File: src/design/cau_pkg.sv
package cau_pkg;

	// operand and result format
	localparam int WIDTH = 16;
	localparam int FRAC = 12;
	// wide signed intermediate: sums of two full products
	localparam int SW = 2 * WIDTH + 1;
	// divisor |b|^2 fits in this many unsigned bits
	localparam int DW = 2 * WIDTH;
	// quotient bits kept: enough to decide saturation
	localparam int QW = WIDTH + 1;
	// scaled numerator width
	localparam int NW = DW + FRAC;

	typedef enum logic [2:0] {
		MODE_ADD  = 3'd0,
		MODE_SUB  = 3'd1,
		MODE_MUL  = 3'd2,
		MODE_DIV  = 3'd3,
		MODE_CONJ = 3'd4,
		MODE_NEG  = 3'd5,
		MODE_MAG  = 3'd6
	} mode_t;

	typedef struct packed {
		logic [2:0]              mode;
		logic signed [WIDTH-1:0] a_re;
		logic signed [WIDTH-1:0] a_im;
		logic signed [WIDTH-1:0] b_re;
		logic signed [WIDTH-1:0] b_im;
	} op_t;

	typedef struct packed {
		logic signed [WIDTH-1:0] res_re;
		logic signed [WIDTH-1:0] res_im;
		logic                    overflow;
		logic                    div_zero;
	} res_t;

	typedef struct packed {
		logic signed [WIDTH-1:0] val;
		logic                    ov;
	} sat_t;

	// clamp a wide signed value to the result range
	function automatic sat_t sat(input logic signed [SW-1:0] v);
		sat_t r;
		logic signed [SW-1:0] smax;
		logic signed [SW-1:0] smin;
		smax = SW'((1 << (WIDTH - 1)) - 1);
		smin = -smax - SW'(1);
		r.ov = 1'b0;
		if (v > smax) begin
			r.val = WIDTH'(smax);
			r.ov = 1'b1;
		end else if (v < smin) begin
			r.val = WIDTH'(smin);
			r.ov = 1'b1;
		end else begin
			r.val = WIDTH'(v);
		end
		return r;
	endfunction

endpackage

File: src/design/cau_div_lane.sv
module cau_div_lane (
	input  logic                       clk,
	input  logic [cau_pkg::DW-1:0]     rem_in,
	input  logic [cau_pkg::QW-1:0]     low_in,
	input  logic [cau_pkg::DW-1:0]     den_in,
	output logic [cau_pkg::QW-1:0]     quo
);

	// one restoring step per stage, one quotient bit per stage
	logic [cau_pkg::DW-1:0] rem_s [cau_pkg::QW];
	logic [cau_pkg::QW-1:0] low_s [cau_pkg::QW];
	logic [cau_pkg::DW-1:0] den_s [cau_pkg::QW];
	logic [cau_pkg::QW-1:0] quo_s [cau_pkg::QW];

	for (genvar k = 0; k < cau_pkg::QW; k++) begin : g_step
		logic [cau_pkg::DW-1:0] rem_prev;
		logic [cau_pkg::QW-1:0] low_prev;
		logic [cau_pkg::DW-1:0] den_prev;
		logic [cau_pkg::QW-1:0] quo_prev;
		logic [cau_pkg::DW:0]   trial;
		logic                   fits;

		if (k == 0) begin : g_first
			assign rem_prev = rem_in;
			assign low_prev = low_in;
			assign den_prev = den_in;
			assign quo_prev = '0;
		end else begin : g_next
			assign rem_prev = rem_s[k-1];
			assign low_prev = low_s[k-1];
			assign den_prev = den_s[k-1];
			assign quo_prev = quo_s[k-1];
		end

		// bring down the next numerator bit and try the subtract
		assign trial = {rem_prev, low_prev[cau_pkg::QW-1]};
		assign fits = trial >= {1'b0, den_prev};

		always_ff @(posedge clk) begin
			rem_s[k] <= fits ? cau_pkg::DW'(trial - {1'b0, den_prev}) : cau_pkg::DW'(trial);
			low_s[k] <= {low_prev[cau_pkg::QW-2:0], 1'b0};
			den_s[k] <= den_prev;
			quo_s[k] <= {quo_prev[cau_pkg::QW-2:0], fits};
		end
	end

	assign quo = quo_s[cau_pkg::QW-1];

endmodule

File: config.mk
export PLATFORM = sky130hd
export DESIGN_NAME = cau_div_lane
export DESIGN_NICKNAME = d
export VERILOG_FILES = /design/src/design/cau_pkg.sv /design/src/design/cau_div_lane.sv
export SDC_FILE = /design/constraint.sdc
export NUM_CORES = 2
export LEC_CHECK = 0
export BUFFER_PORTS_ARGS = -buffer_cell sky130_fd_sc_hd__buf_2
export CORE_ASPECT_RATIO = 1.1
export CORE_MARGIN = 8
export CORE_UTILIZATION = 28
export CTS_CLUSTER_DIAMETER = 80
export DETAILED_ROUTE_END_ITERATION = 7
export PLACE_DENSITY = 0.49
export SLEW_MARGIN = 25
export SYNTH_ARGS = -nofsm -noshare
export SYNTH_HDL_FRONTEND = slang
export SYNTH_SLANG_ARGS = --single-unit
File: constraint.sdc
create_clock -name clk -period 3.5 [get_ports clk]
set_input_delay 0.7 -clock clk [delete_from_list [all_inputs] [get_ports clk]]
set_output_delay 0.7 -clock clk [all_outputs]
set_load 0.1 [all_outputs]
Word-level counts from Yosys, hierarchy flattened

Memories as Yosys holds them, arrays and structs flattened.
Index checks and enable logic that the tools add are counted.

Shifts and indexed selects: 0
Multipliers: 0
Multiplexer cells: 17
Equality and inequality tests: 0
Reductions and logical operators: 0
Bitwise logic cells: 0
Add/subtract/negate cells: 17
Magnitude comparators: 17
Div/mod/pow operators: 0

Operator list:

| operator         | number |
|---|---|
| $ge A33 B32 Y1   | 17 |
| $mux W32         | 17 |
| $sub A32 B32 Y32 | 17 |

Input port bits: 82
RAM bits: 1649
Output and inout bits: 17
Register bits: 0
Memories: 4
ROM bits: 0
Bits in latches: 0

Memories:

| name  | words | width | rd ports | clocked after Yosys merged registers in | wr ports | RTL line           | text |
|---|---|---|---|---|---|---|---|
| den_s | 17    | 32    | 16       | 0                                       | 17       | cau_div_lane.sv:12 | `logic [cau_pkg::DW-1:0] den_s [cau_pkg::QW];` |
| rem_s | 17    | 32    | 16       | 0                                       | 17       | cau_div_lane.sv:10 | `logic [cau_pkg::DW-1:0] rem_s [cau_pkg::QW];` |
| quo_s | 17    | 17    | 17       | 0                                       | 17       | cau_div_lane.sv:13 | `logic [cau_pkg::QW-1:0] quo_s [cau_pkg::QW];` |
| low_s | 17    | 16    | 16       | 0                                       | 17       | cau_div_lane.sv:11 | `logic [cau_pkg::QW-1:0] low_s [cau_pkg::QW];` |

Longest topological paths before layout

An unclocked memory read counts as a cell.

Depth after elaboration: 3
Gate-level depth with buffers: 16
Depth with buffers taken out: 14

Worst setup path after synthesis

No wires, ideal clock.

Path kind: input to register
Start point: input port low_in[16] in the netlist's numbering
End point: memory rem_s[0][30] in the netlist's numbering
Library setup time: 74 ps
Setup slack: 86 ps
Stages on the path: 14
Data arrival time: 3340 ps
Cell sequence: inv_1 > ha_1 > fa_1 > nand2b_1 > a21boi_0 > o21ai_0 > a21oi_1 > a21oi_1 > a311oi_1 > a21o_1 > a41o_1 > a31oi_1 > xor2_1 > o21ai_0

RTL lines:

| what               | RTL line           | text |
|---|---|---|
| start: declaration | cau_div_lane.sv:4  | `input logic [cau_pkg::QW-1:0] low_in,` |
| end: declaration   | cau_div_lane.sv:10 |  |

==> impl_metrics.json <==
{
  "period_share": 1.00,
  "synth_common_cells": "dfxtp_1 (1,313), inv_1 (667), ha_1 (544)",
  "synth-seq-cells": 1313,
  "grt_pass1_wl_um": 251000,
  "track_usage": 0.136,
  "synth_top_cell_area_share": 0.441,
  "critPathKind": "register to register",
  "min_delay_path_depth": 2,
  "path_cells": "inv_2, ha_4, nand4_1, inv_1, nand4_1, o21ai_2, buf_4, nand3_4, a2111o_1, nand4_1, a41oi_2, o21ai_4, clkbuf_16, mux2_4",
  "hold_viol": 0,
  "path_clk_slew_ns": 0.06,
  "synth_edf_count": 0,
  "multi_input_area_sq_um": 31100,
  "cp_data_arrival_time_ns": 4.14,
  "synthesis.nets": 7036,
  "worst_pin_slew_ns": 0.646,
  "final_nets": 7881,
  "start_kind": "register",
  "critPathRequiredTime_ns": 4.14,
  "cts_max_level": 4,
  "maxSlewViolCount": 0,
  "start_util": 0.282,
  "vias": 46500,
  "clock.fmax_mhz": 286,
  "synthMostInstantiatedCell": "dfxtp_1",
  "avgViaCountPerCell": 4.58,
  "cts_root_buffer": "clkbuf_16",
  "regArea_sq_um": 26300,
  "finalSetupViolCount": 0,
  "die_w_um": 456,
  "synth_top_area_cell": "dfxtp_1",
  "clock_latency_ns": 0.79,
  "io_buffer_count": 98,
  "end_kind": "register",
  "synth-async-reset-ratio": 0,
  "synth_cells": 6394,
  "cp_slowest_stage_delay_ns": 0.50,
  "totalWireLength_um": 164000,
  "relSlewSlack": 0.564,
  "drc_errors": 0,
  "tns_ns": 0,
  "die_height_um": 500,
  "fin_crit_ns": 3.50,
  "ys_top_cells_by_area": "dfxtp_1 (44%), ha_1 (11%), a21oi_1 (4.5%), inv_1 (4.2%), o21ai_0 (3.7%)",
  "cap_violations": 0,
  "hp-class": "input port to register",
  "die-area_sq_um": 228000,
  "gp_congestion": 0.915,
  "gr-total-overflow": 0,
  "rsz0062_at_grt": "yes",
  "initialDrtViolationCount": 1573,
  "final_util": 0.356,
  "grt_max_degree": 50,
  "hpwl_um": 131000,
  "wl_per_cell_um": 16.1,
  "grt_pass1_vias": 48300,
  "r2r_cells": 14,
  "fp-row-count": 177,
  "powerDensity_nw_per_um2": 1060,
  "status": "complete, no violations",
  "drive_gt1_frac": 0.195,
  "clock_path_buffers": 3,
  "ir_drop_v": 0.000614,
  "avgSynthCellArea_sq_um": 9.32,
  "core_region_area_sq_um": 211000,
  "io_pins": 99,
  "yosysWarnings": 0,
  "ys_types": 89,
  "synth_ff_type": "dfxtp_1",
  "dr.pass1.iters": 7,
  "p_leak_uw": 0.0351,
  "ant_nets": 0,
  "cp_max_fo": 6,
  "cts_tree": "built",
  "skew_ns": 0.0394,
  "slowest_stage": "a2111o_1",
  "cts_buffers": 154,
  "crit_path_frequent_cell": "nand4_1",
  "fillers": 21500,
  "cts.sinks": 1313,
  "area_growth_pct": 26.4,
  "antenna_found_initial": 2,
  "synth_area_sq_um": 59600,
  "yosysSeqAreaShare": 0.441
}
-- cells by family (layout without fill, tap and decap cells) --
family	after synthesis	in the layout	share of synthesized area
flip-flops	1313	1313	0.441
AO/OA/AOI/OAI	1710	1710	0.178
adder cells (fa/ha/maj)	560	560	0.120
other	0	3	0
XOR/XNOR	430	430	0.0632
buffers and inverters	822	1798	0.0536
AND/OR/NAND/NOR	1370	1370	0.109
multiplexers	189	189	0.0354
-- repair_timing --
item	4_1_cts	5_1_grt
resized for setup	60	164
hold endpoints to repair	38	0
gates cloned	3	7
setup endpoints to repair	222	348
hold buffers	38	0
pin swaps	15	45
buffers inserted	8	29
-- final timing paths --
check                      from       endpoint  slack, ns
setup / recovery  den_s[0][203]  rem_s[0][248]      0.001
hold / removal       den_in[11]   den_s[0][11]       0.14
setup reg to reg  den_s[0][203]  rem_s[0][248]      0.001
hold reg to reg    quo_s[11][6]   quo_s[12][7]       0.32
-- sequential cells by signal (all words and copies together) (netlist names) --
signal,cells
quo_s,153
low_s,136
rem_s,512
den_s,512
-- routing by layer --
metal	up-vias	global-route usage	wire, um
met1	21400	0.122	57200
met5	-	0	0
met2	831	0.271	87200
li1	23800	-	-
met4	0	0.105	14700
met3	505	0.0217	4470
-- layout by cell type, fill, tap and decap left out, types with 19 or more instances in the layout --
| cell | netlist | layout |
|---|---|---|
| o31a_1 | 20 | 20 |
| nor4_1 | 21 | 19 |
| a211oi_1 | 31 | 23 |
| dlygate4sd3_1 | 0 | 38 |
| mux2_2 | 173 | 161 |
| xor2_1 | 190 | 190 |
| clkbuf_1 | 87 | 37 |
| and2_1 | 25 | 25 |
| nand4_1 | 98 | 98 |
| nand2_1 | 490 | 488 |
| a31oi_1 | 48 | 40 |
| xnor2_1 | 240 | 240 |
| dfxtp_1 | 1313 | 1292 |
| ha_1 | 544 | 528 |
| nand2b_1 | 74 | 72 |
| o21bai_1 | 66 | 63 |
| clkbuf_8 | 0 | 34 |
| a21o_1 | 259 | 258 |
| nor2_1 | 303 | 300 |
| and3_1 | 44 | 43 |
| o21ai_0 | 437 | 420 |
| buf_2 | 48 | 98 |
| a21oi_2 | 6 | 25 |
| inv_1 | 667 | 662 |
| o21ai_1 | 19 | 28 |
| a21oi_1 | 541 | 517 |
| o21a_1 | 59 | 59 |
| nor2b_1 | 85 | 76 |
| buf_4 | 13 | 659 |
| nor3_1 | 64 | 59 |
| nand3_1 | 84 | 81 |
| clkinv_2 | 0 | 24 |
| clkbuf_16 | 0 | 164 |
| or2_2 | 22 | 22 |
| or3_1 | 21 | 20 |
| o31ai_1 | 44 | 35 |
| buf_12 | 0 | 29 |
-- critical path: cells and delay by family (launching register included) --
family	cells	cell delay, ns
and+or+nand+nor	4	0.52
adders and majority gates	1	0.27
DFF	1	0.36
buffers and inverters	4	0.55
muxes	1	0.29
AOI/OAI and AO/OA	4	1.36
-- per-stage QoR --
stage / cell area, sq um / hold slack [ns] / setup slack (ns) / total power [uW] / cells
global route: 75300 / 0.0800 / -0.0955 / 85700 / 10100
finish: 75300 / 0.139 / 0.00134 / 79700 / 10100
detailed placement: 68200 / 0.312 / -0.356 / 61900 / 9774
global placement: 68200 / 0.310 / -0.404 / 61600 / 9774
CTS: 74200 / 0.0526 / -0.00517 / 79100 / 10100
floorplan: 59600 / 0.310 / 0.0860 / 48200 / 6394
-- final cells by class --
type                            instances  area share
Sequential cell                      1313       0.350
Clock buffer                          228      0.0602
Clock inverter                         59     0.00872
Multi-Input combinational cell       4259       0.413
Antenna cell                            3   0.0000997
Timing Repair Buffer                  841      0.0893
Tap cell                             2774      0.0461
Inverter                              670      0.0334
-- where the power goes --
| part | total [uW] | internal [uW] | switching (uW) |
|---|---|---|---|
| clock network | 16000 | 9630 | 6420 |
| registers | 22100 | 19600 | 2430 |
| logic | 41600 | 19900 | 21700 |
(Power assumes the default switching activity.)
